===== src/sv/bstk_pkg.sv =====
`default_nettype none

package bstk_pkg;

    localparam int DEPTH_DEFAULT      = 16;
    localparam int DATA_WIDTH_DEFAULT = 32;

    localparam logic [4:0] LIMIT_RESET = 5'd16;

    localparam logic [2:0] REQ_PUSH   = 3'd0;
    localparam logic [2:0] REQ_POP    = 3'd1;
    localparam logic [2:0] REQ_PEEK   = 3'd2;
    localparam logic [2:0] REQ_REMOVE = 3'd3;
    localparam logic [2:0] REQ_INSERT = 3'd4;
    localparam logic [2:0] REQ_PEEK3  = 3'd5;

    localparam logic [1:0] ST_DONE  = 2'd0;
    localparam logic [1:0] ST_EMPTY = 2'd1;
    localparam logic [1:0] ST_FULL  = 2'd2;
    localparam logic [1:0] ST_FEW   = 2'd3;

    typedef struct packed {
        logic [2:0]  req_type;
        logic [31:0] item_value;
    } req_t;

    typedef struct packed {
        logic [31:0] read_value;
        logic [1:0]  status;
        logic [4:0]  occupancy;
    } res_t;

endpackage

`default_nettype wire


===== src/sv/bstk_core.sv =====
`default_nettype none

module bstk_core
    import bstk_pkg::*;
#(
    parameter int DEPTH      = DEPTH_DEFAULT,
    parameter int DATA_WIDTH = DATA_WIDTH_DEFAULT
) (
    input  wire logic       aclk,
    input  wire logic       aresetn,
    input  wire logic       exec_fire,
    input  wire req_t       req,
    input  wire logic [4:0] stack_limit,
    output res_t            res
);

    localparam int FW        = $clog2(DEPTH + 1);
    localparam int LW        = (FW > 5) ? FW : 5;
    localparam int MEM_DEPTH = DEPTH - 3;
    localparam int MAW       = (MEM_DEPTH > 1) ? $clog2(MEM_DEPTH) : 1;

    // top three entries live in registers, the rest spill to memory
    logic [DATA_WIDTH-1:0] t0_reg, t1_reg, t2_reg;
    logic [DATA_WIDTH-1:0] t0_next, t1_next, t2_next;
    logic [FW-1:0]         fill_reg, fill_next, fill_eff;

    logic [DATA_WIDTH-1:0] mem [MEM_DEPTH];
    logic [DATA_WIDTH-1:0] below_reg;   // entry just under t2
    logic                  mem_we;
    logic [MAW-1:0]        mem_waddr, mem_raddr;

    logic [LW-1:0] lim_eff;
    logic          full;
    logic [31:0]   read_value;
    logic [1:0]    status;

    assign lim_eff = (LW'(stack_limit) > LW'(DEPTH)) ? LW'(DEPTH) : LW'(stack_limit);
    assign full    = LW'(fill_reg) >= lim_eff;

    always_comb begin
        t0_next    = t0_reg;
        t1_next    = t1_reg;
        t2_next    = t2_reg;
        fill_next  = fill_reg;
        mem_we     = 1'b0;
        read_value = '0;
        status     = ST_DONE;
        case (req.req_type)
            REQ_PUSH: begin
                if (full) begin
                    status = ST_FULL;
                end else begin
                    t0_next   = DATA_WIDTH'(req.item_value);
                    t1_next   = t0_reg;
                    t2_next   = t1_reg;
                    mem_we    = fill_reg >= FW'(3);
                    fill_next = fill_reg + FW'(1);
                end
            end
            REQ_POP: begin
                if (fill_reg == '0) begin
                    status = ST_EMPTY;
                end else begin
                    t0_next   = t1_reg;
                    t1_next   = t2_reg;
                    t2_next   = below_reg;
                    fill_next = fill_reg - FW'(1);
                end
            end
            REQ_PEEK: begin
                if (fill_reg == '0) begin
                    status = ST_EMPTY;
                end else begin
                    read_value = 32'(t0_reg);
                end
            end
            REQ_REMOVE: begin
                if (fill_reg < FW'(3)) begin
                    status = ST_FEW;
                end else begin
                    t2_next   = below_reg;
                    fill_next = fill_reg - FW'(1);
                end
            end
            REQ_INSERT: begin
                if (fill_reg < FW'(2)) begin
                    status = ST_FEW;
                end else if (full) begin
                    status = ST_FULL;
                end else begin
                    t2_next   = DATA_WIDTH'(req.item_value);
                    mem_we    = fill_reg >= FW'(3);
                    fill_next = fill_reg + FW'(1);
                end
            end
            REQ_PEEK3: begin
                if (fill_reg < FW'(3)) begin
                    status = ST_FEW;
                end else begin
                    read_value = 32'(t2_reg);
                end
            end
            default: begin
            end
        endcase
    end

    assign res.read_value = read_value;
    assign res.status     = status;
    assign res.occupancy  = 5'(fill_next);

    // old t2 spills to slot fill-3; keep the entry under the new t2 prefetched
    assign fill_eff  = exec_fire ? fill_next : fill_reg;
    assign mem_waddr = MAW'(fill_reg - FW'(3));
    assign mem_raddr = (fill_eff >= FW'(4)) ? MAW'(fill_eff - FW'(4)) : '0;

    always_ff @(posedge aclk) begin
        if (exec_fire && mem_we) begin
            mem[mem_waddr] <= t2_reg;
        end
        if (exec_fire && mem_we && (mem_waddr == mem_raddr)) begin
            below_reg <= t2_reg;
        end else begin
            below_reg <= mem[mem_raddr];
        end
    end

    always_ff @(posedge aclk) begin
        if (exec_fire) begin
            t0_reg <= t0_next;
            t1_reg <= t1_next;
            t2_reg <= t2_next;
        end
    end

    always_ff @(posedge aclk) begin
        if (!aresetn) begin
            fill_reg <= '0;
        end else if (exec_fire) begin
            fill_reg <= fill_next;
        end
    end

    a_fill_bound: assert property (@(posedge aclk) disable iff (!aresetn)
        LW'(fill_reg) <= LW'(DEPTH))
        else $error("fill count above depth");

    a_refused_holds: assert property (@(posedge aclk) disable iff (!aresetn)
        exec_fire && (status != ST_DONE) |=> $stable(fill_reg))
        else $error("refused request changed fill count");

    a_push_grows: assert property (@(posedge aclk) disable iff (!aresetn)
        exec_fire && (req.req_type == REQ_PUSH) && (status == ST_DONE)
        |=> fill_reg == $past(fill_reg) + FW'(1))
        else $error("push did not advance fill count");

    a_full_at_limit: assert property (@(posedge aclk) disable iff (!aresetn)
        exec_fire && (status == ST_FULL) |-> LW'(fill_reg) >= lim_eff)
        else $error("full reported below limit");

endmodule

`default_nettype wire


===== src/sv/bounded_stack_with_deep_ops.sv =====
// Bounded LIFO stack with push, pop, peek top, remove third, insert under
// the top two and peek third.
// Requests arrive on s_valid/s_ready/s_req; one result per request leaves on
// m_valid/m_ready/m_res with the value read, a status and the new occupancy.
// cfg_valid/cfg_ready/cfg_stack_limit writes the entry limit; write it only
// while no request is in flight. cfg_ready is always high.
// A request is captured in the input register, executed when the output
// register is free or being drained, and its result is then held on m_res.
// Throughput: one request per cycle while m_ready stays high. The top three
// entries sit in registers, deeper ones in a spill memory with one write and
// one prefetched read per cycle, so every request finishes in one update.
// Reset (aresetn low, synchronous) empties the stack and sets the limit to 16.
// When m_ready is low the result is held, one more request waits in the input
// register, and s_ready drops until the result is taken.
`default_nettype none

module bounded_stack_with_deep_ops
    import bstk_pkg::*;
#(
    parameter int DEPTH      = DEPTH_DEFAULT,
    parameter int DATA_WIDTH = DATA_WIDTH_DEFAULT
) (
    input  wire logic       aclk,
    input  wire logic       aresetn,
    input  wire logic       s_valid,
    output logic            s_ready,
    input  wire req_t       s_req,
    output logic            m_valid,
    input  wire logic       m_ready,
    output res_t            m_res,
    input  wire logic       cfg_valid,
    output logic            cfg_ready,
    input  wire logic [4:0] cfg_stack_limit
);

    logic       in_valid_reg;
    req_t       in_req_reg;
    logic       out_valid_reg;
    res_t       out_res_reg;
    logic [4:0] limit_reg;
    logic       exec_fire;
    res_t       exec_res;

    assign exec_fire = in_valid_reg && (!out_valid_reg || m_ready);
    assign s_ready   = !in_valid_reg || exec_fire;
    assign cfg_ready = 1'b1;
    assign m_valid   = out_valid_reg;
    assign m_res     = out_res_reg;

    always_ff @(posedge aclk) begin
        if (!aresetn) begin
            limit_reg <= LIMIT_RESET;
        end else if (cfg_valid) begin
            limit_reg <= cfg_stack_limit;
        end
    end

    always_ff @(posedge aclk) begin
        if (!aresetn) begin
            in_valid_reg <= 1'b0;
        end else if (s_ready) begin
            in_valid_reg <= s_valid;
        end
    end

    always_ff @(posedge aclk) begin
        if (s_ready && s_valid) begin
            in_req_reg <= s_req;
        end
    end

    bstk_core #(
        .DEPTH      (DEPTH),
        .DATA_WIDTH (DATA_WIDTH)
    ) u_core (
        .aclk        (aclk),
        .aresetn     (aresetn),
        .exec_fire   (exec_fire),
        .req         (in_req_reg),
        .stack_limit (limit_reg),
        .res         (exec_res)
    );

    always_ff @(posedge aclk) begin
        if (!aresetn) begin
            out_valid_reg <= 1'b0;
        end else if (exec_fire) begin
            out_valid_reg <= 1'b1;
        end else if (m_ready) begin
            out_valid_reg <= 1'b0;
        end
    end

    always_ff @(posedge aclk) begin
        if (exec_fire) begin
            out_res_reg <= exec_res;
        end
    end

endmodule

`default_nettype wire

===== config.mk =====
export PLATFORM = sky130hd
export DESIGN_NAME = bounded_stack_with_deep_ops
export DESIGN_NICKNAME = d
export VERILOG_FILES = /design/src/sv/bstk_pkg.sv /design/src/sv/bstk_core.sv /design/src/sv/bounded_stack_with_deep_ops.sv
export SDC_FILE = /design/constraint.sdc
export NUM_CORES = 1
export LEC_CHECK = 0
export BUFFER_PORTS_ARGS = -buffer_cell sky130_fd_sc_hd__buf_2
export CAP_MARGIN = 5
export CORE_UTILIZATION = 45
export CTS_CLUSTER_DIAMETER = 100
export DETAILED_ROUTE_END_ITERATION = 8
export MAX_ROUTING_LAYER = met4
export PLACE_DENSITY_LB_ADDON = 0.2
export SLEW_MARGIN = 20
export SYNTH_ARGS = -nofsm -noshare
export SYNTH_HDL_FRONTEND = slang
export SYNTH_HIERARCHICAL = 1
export SYNTH_SLANG_ARGS = --single-unit

===== constraint.sdc =====
create_clock -name aclk -period 23.1 [get_ports aclk]
set_input_delay 4.62 -clock aclk [delete_from_list [all_inputs] [get_ports aclk]]
set_output_delay 4.62 -clock aclk [all_outputs]
set_load 0.01 [all_outputs]

==> impl_metrics.env, run 1 <==
export IMPL_coreArea_um2=52600
export IMPL_wl_per_cell_um=24.9
export IMPL_avgViaCountPerCell=5.75
export IMPL_fin_area_um2=27100
export IMPL_p_leak_nw=8.73
export IMPL_cp_startpoint="m_ready"
export IMPL_met3_usage_pct=3.48
export IMPL_status="complete, no violations"
export IMPL_die_h_um=232
export IMPL_cts_resized=0
export IMPL_crit_type="input port to primary output"
export IMPL_placed_cells=1891
export IMPL_clkLatencyLatePin_ps=590
export IMPL_synth_edf_count=586
export IMPL_grt_use_total_pct=19.9
export IMPL_synthFlopType="edfxtp_1"
export IMPL_hold_violations=0
export IMPL_antenna_found_initial=0
export IMPL_root_buffer="clkbuf_16"
export IMPL_ys_ff_latch=602
export IMPL_r2r_start="u_core/fill_reg[2]$_SDFF_PN0_"
export IMPL_ys_seq_area_share_pct=75.0
export IMPL_area_growth_pct=13.5
export IMPL_utilization_pct=51.6
export IMPL_cp_required_ps=18480
export IMPL_overflow=0
export IMPL_yosysUniqueCellTypes=62
export IMPL_tns_ps=0
export IMPL_clock_sinks=602
export IMPL_grt_max_degree=65
export IMPL_drive_gt1_share_pct=31.9
export IMPL_drv_slew=0
export IMPL_cts_buffers=66
export IMPL_place_congestion=0.801
export IMPL_grt_pass1_vias=12200
export IMPL_row_count=84
export IMPL_critPathMaxFanout=2
export IMPL_rsz0062_at_grt="false"
export IMPL_fin_cells=2012
export IMPL_nets=1328
export IMPL_worstPathCellList="buf_2 -> nand3b_4 -> buf_2"
export IMPL_register_area_um2=17900
export IMPL_drt_first_iter_violations=992
export IMPL_grt_met1_usage_pct=27.9
export IMPL_grt_pass1_wl_mm=76.4
export IMPL_syn_inst=1168
export IMPL_ys_async_sr_fraction_pct=0
export IMPL_whs_path_depth=2
export IMPL_min_path_type="flip-flop to flip-flop"
export IMPL_crit_path_end_kind="primary output"
export IMPL_die_area_um2=54000
export IMPL_path_clk_slew_ps=60
export IMPL_cpPeakStageDelay_ps=150
export IMPL_cp_slowest_cell="nand3b_4"
export IMPL_ir_worst_vdd_mv=0.0524
export IMPL_fin_crit_sh_pct=41.8
export IMPL_worstSetupStartpointType="input port"
export IMPL_drt_pass1_iter_count=5
export IMPL_ios=87
export IMPL_via_count=11600
export IMPL_busiest_layer="met2"
export IMPL_tightestPinTransition_ps=1140
export IMPL_postCtsSetupBuffers=0
export IMPL_max_slew_margin_pct=23.9
export IMPL_largest_register_ffs=416
export IMPL_synth_area_um2=23900
export IMPL_fmax_ghz=0.104
export IMPL_cts_buffer_depth=3
export IMPL_drtAntennaViolNets=0
export IMPL_synth_warnings=6
export IMPL_fin_skew_ps=17.0
export IMPL_reg2regPathDepth=8
export IMPL_critPathArrivalTime_ps=5030
export IMPL_tritoncts="built"
export IMPL_syn_avg_cell_area_um2=20.5
export IMPL_nFillCells=4229
export IMPL_multi_input_area_um2=5680
export IMPL_port_buffers=85
export IMPL_critical_path_most_common_cell="buf_2"
export IMPL_met2_usage_pct=29.8
export IMPL_min_delay_start="limit_reg[4]$_SDFFE_PN1P_"
export IMPL_ctsHtreeMaxLevel=3
export IMPL_hpwl_mm=26.5
export IMPL_wl_mm=50.2
export IMPL_initial_utilization_pct=45.5
export IMPL_ctsHoldBuffers=0
export IMPL_p_per_area_nw_per_um2=82.7
export IMPL_final_min_clock_period_ps=9650
export IMPL_die_width_um=232
export IMPL_synth_fp_nets=1224
export IMPL_setup_viol=0
export IMPL_maxCapViolCount=0
export IMPL_drcViolationCount=0
export IMPL_worst_hold_slack_ps=506
export IMPL_antenna_cells=0
export IMPL_dpl_cell_area_um2=25100
==> where the power goes <==
group	switching (mW)	internal [mW]
registers	0.00845	1.20
logic	0.0270	0.0190
clock network	0.418	0.573
total	0.454	1.79
==> worst paths after layout <==
kind                                                     end  slack [ps]
worst max-delay path                                 s_ready       13450
worst min-delay path               limit_reg[4]$_SDFFE_PN1P_         510
worst max register to register  u_core/mem[12][11]$_DFFE_PP_       19160
worst min register to register     limit_reg[4]$_SDFFE_PN1P_         510
==> cell usage after synthesis, types with 7 or more instances <==
| cell | number | share of area [%] |
|---|---|---|
| edfxtp_1 | 586 | 74 |
| mux4_2 | 124 | 12 |
| nand2_1 | 86 | 1.4 |
| mux2_2 | 65 | 3.1 |
| clkbuf_1 | 36 | 0.57 |
| a22oi_1 | 33 | 1.0 |
| a22o_1 | 32 | 1.2 |
| buf_2 | 19 | 0.40 |
| dfxtp_1 | 16 | 1.3 |
| and3_1 | 13 | 0.34 |
| nor2_1 | 12 | 0.19 |
| nor2b_1 | 12 | 0.31 |
| ha_1 | 11 | 0.58 |
| a21oi_1 | 9 | 0.19 |
| nand3_1 | 8 | 0.17 |
| inv_1 | 7 | 0.11 |
| mux2i_1 | 7 | 0.29 |
| o21ai_0 | 7 | 0.15 |
==> final cells by class <==
type	count	area share [%]
clock buffer	81	6.30
tap	688	3.17
multi-input combinational	490	21.0
sequential	602	66.1
timing repair buffer	103	2.21
inverter	9	0.125
clock inverter	39	1.16
==> placed cells by master, fill, tap and decap left out, types with 5 or more instances in the layout <==
master     count
mux2_2        65
a22oi_1       33
a22o_1        32
and3_2        11
clkinv_2      10
dfxtp_1       12
nand2b_1       6
inv_1          7
edfxtp_1     586
nor2_1         9
xnor2_1        5
buf_2         85
clkinv_1      16
clkbuf_1      15
nand3_1        8
nor2b_1        9
inv_6          6
a21oi_1        8
nand2_1       86
clkbuf_16     66
o21ai_0        7
buf_4         16
ha_1          11
mux4_2       124
mux2i_1        7
==> kinds of logic (layout without fill, tap and decap cells) <==
group           count (synthesis)  count (layout)  synth area share, %
flops                         602             602                 75.0
mux                           200             200                 15.5
simple gates                  154             154                 3.23
compound gates                119             119                 3.93
buf+inv                        76             232                 1.60
fa+ha+maj                      11              11                0.576
xor+xnor                        5               5                0.183
other cells                     1               1               0.0157
==> per-stage QoR <==
stage / total power, mW / setup slack, ps
after global placement: 1.27 / 13450
after global routing: 2.32 / 13420
final: 2.24 / 13450
after CTS: 2.27 / 13440
after floorplan: 1.26 / 8710
after detailed placement: 1.28 / 13440
==> routing by layer <==
| layer | wire [um] | vias to the layer above |
|---|---|---|
| li1 | - | 5041 |
| met1 | 23200 | 6130 |
| met2 | 23400 | 297 |
| met3 | 2180 | 104 |
| met4 | 1400 | 0 |
| met5 | 0 | - |
==> critical path: cells and delay by family <==
kind / cells / cell delay [ps]
buffers and inverters: 2 / 270
AND/OR/NAND/NOR: 1 / 150
No activity file was read; power rests on OpenSTA's default activity.
==> run 2: changes to the inputs <==
- clock period: 23.1 -> 8.8 ns (I/O delays scaled with it)
==> impl_metrics.env, run 2 (synthesis gave the netlist of run 1 again) <==
export IMPL_final_cell_mix="586 x edfxtp_1, 124 x mux4_2, 86 x nand2_1, 85 x buf_2, 65 x mux2_2"
export IMPL_maxCapViolCount=0
export IMPL_tightestPinTransition_ps=1080
export IMPL_nFillCells=4235
export IMPL_final_common_cell="edfxtp_1"
export IMPL_drtAntennaViolNets=0
export IMPL_die_area_um2=54000
export IMPL_ir_worst_vdd_mv=0.147
export IMPL_dpl_cell_area_um2=25100
export IMPL_crit_path_end_kind="primary output"
export IMPL_hold_violations=0
export IMPL_coreArea_um2=52600
export IMPL_fin_area_um2=27000
export IMPL_grt_pass1_wl_mm=76.3
export IMPL_via_count=11500
export IMPL_row_count=84
export IMPL_grt_use_total_pct=19.7
export IMPL_port_buffers=85
export IMPL_antenna_cells=0
export IMPL_drt_pass1_iter_count=5
export IMPL_path_clk_slew_ps=50
export IMPL_cts_resized=0
export IMPL_rsz0062_at_grt="false"
export IMPL_critPathMaxFanout=2
export IMPL_wl_mm=49.7
export IMPL_area_growth_pct=12.9
export IMPL_cts_buffer_depth=3
export IMPL_grt_pass1_vias=12200
export IMPL_p_total_mw=5.75
export IMPL_tns_ps=0
export IMPL_root_buffer="clkbuf_16"
export IMPL_drcViolationCount=0
export IMPL_avgViaCountPerCell=5.76
export IMPL_fin_cells=2001
export IMPL_cp_required_ps=7040
export IMPL_max_slew_margin_pct=28.1
export IMPL_ctsHoldBuffers=0
export IMPL_fin_skew_ps=24.4
export IMPL_p_leak_nw=8.67
export IMPL_fmax_ghz=0.254
export IMPL_nets=1322
export IMPL_min_path_type="flip-flop to flip-flop"
export IMPL_ios=87
export IMPL_drt_first_iter_violations=979
export IMPL_clkLatencyLatePin_ps=620
export IMPL_critPathArrivalTime_ps=2170
export IMPL_overflow=0
export IMPL_utilization_pct=51.4
export IMPL_setup_viol=0
export IMPL_crit_type="input port to primary output"
export IMPL_worstSetupStartpointType="input port"
export IMPL_drv_slew=0
export IMPL_pre_cts_ws_ps=4580
export IMPL_status="complete, no violations"
export IMPL_die_width_um=232
export IMPL_wl_per_cell_um=24.8
export IMPL_drive_gt1_share_pct=31.7
export IMPL_fin_crit_sh_pct=44.7
export IMPL_cts_buffers=61
export IMPL_antenna_found_initial=0
export IMPL_p_per_area_nw_per_um2=213
export IMPL_postCtsSetupBuffers=0
export IMPL_hpwl_mm=27.8
export IMPL_worst_hold_slack_ps=512
export IMPL_final_min_clock_period_ps=3930
export IMPL_setup_slack_ps=4870
export IMPL_clock_sinks=602
export IMPL_ctsHtreeMaxLevel=2
export IMPL_largest_register_ffs=416
export IMPL_place_congestion=0.806
export IMPL_initial_utilization_pct=45.5
export IMPL_tritoncts="built"
export IMPL_die_h_um=232
export IMPL_placed_cells=1891
export IMPL_grt_max_degree=65
## run 2: cell types whose count changed in the layout (fill, tap and decap cells not counted), sizes merged
| cell | delta |
|---|---|
| buf | -1 |
| clkbuf | +1 |
| clkinv | -5 |
| bufinv | -1 |
| inv | -4 |
| clkinvlp | -1 |
## run 2: critical path, cell delays in order
cell	delay [ps]
buf_2	120
nand3b_4	150
buf_2	150
## run 2: final cells by class
| type | instances | area, um2 | share of cell area, % |
|---|---|---|---|
| Sequential cell | 602 | 17900 | 66.4 |
| Tap cell | 688 | 861 | 3.19 |
| Timing Repair Buffer | 102 | 593 | 2.20 |
| Clock buffer | 82 | 1670 | 6.18 |
| Inverter | 9 | 33.8 | 0.125 |
| Clock inverter | 28 | 218 | 0.807 |
| Multi-Input combinational cell | 490 | 5690 | 21.1 |
## run 2: report_power, final
part | switching, mW | total [mW] | internal, mW
Combinational | 0.0708 | 0.121 | 0.0500
Sequential | 0.0226 | 3.17 | 3.14
Clock | 1.05 | 2.46 | 1.41
## run 2: final timing paths
path	startpoint	endpoint	slack (ps)	depth (start not counted)
worst max-delay path	m_ready	s_ready	4870	3
worst min-delay path	limit_reg[4]$_SDFFE_PN1P_	limit_reg[4]$_SDFFE_PN1P_	510	2
worst max register to register	u_core/fill_reg[2]$_SDFF_PN0_	u_core/mem[10][4]$_DFFE_PP_	4990	7
worst min register to register	limit_reg[4]$_SDFFE_PN1P_	limit_reg[4]$_SDFFE_PN1P_	510	2
## run 2: per-layer routing
layer  global-route usage, %  wire length (um)  up-vias
met1                    28.1             22700     6098
met2                    29.5             23300      316
met4                    6.27              1230        0
li1                        -                 -     5027
met3                    2.65              2410       87
met5                       -                 0        -
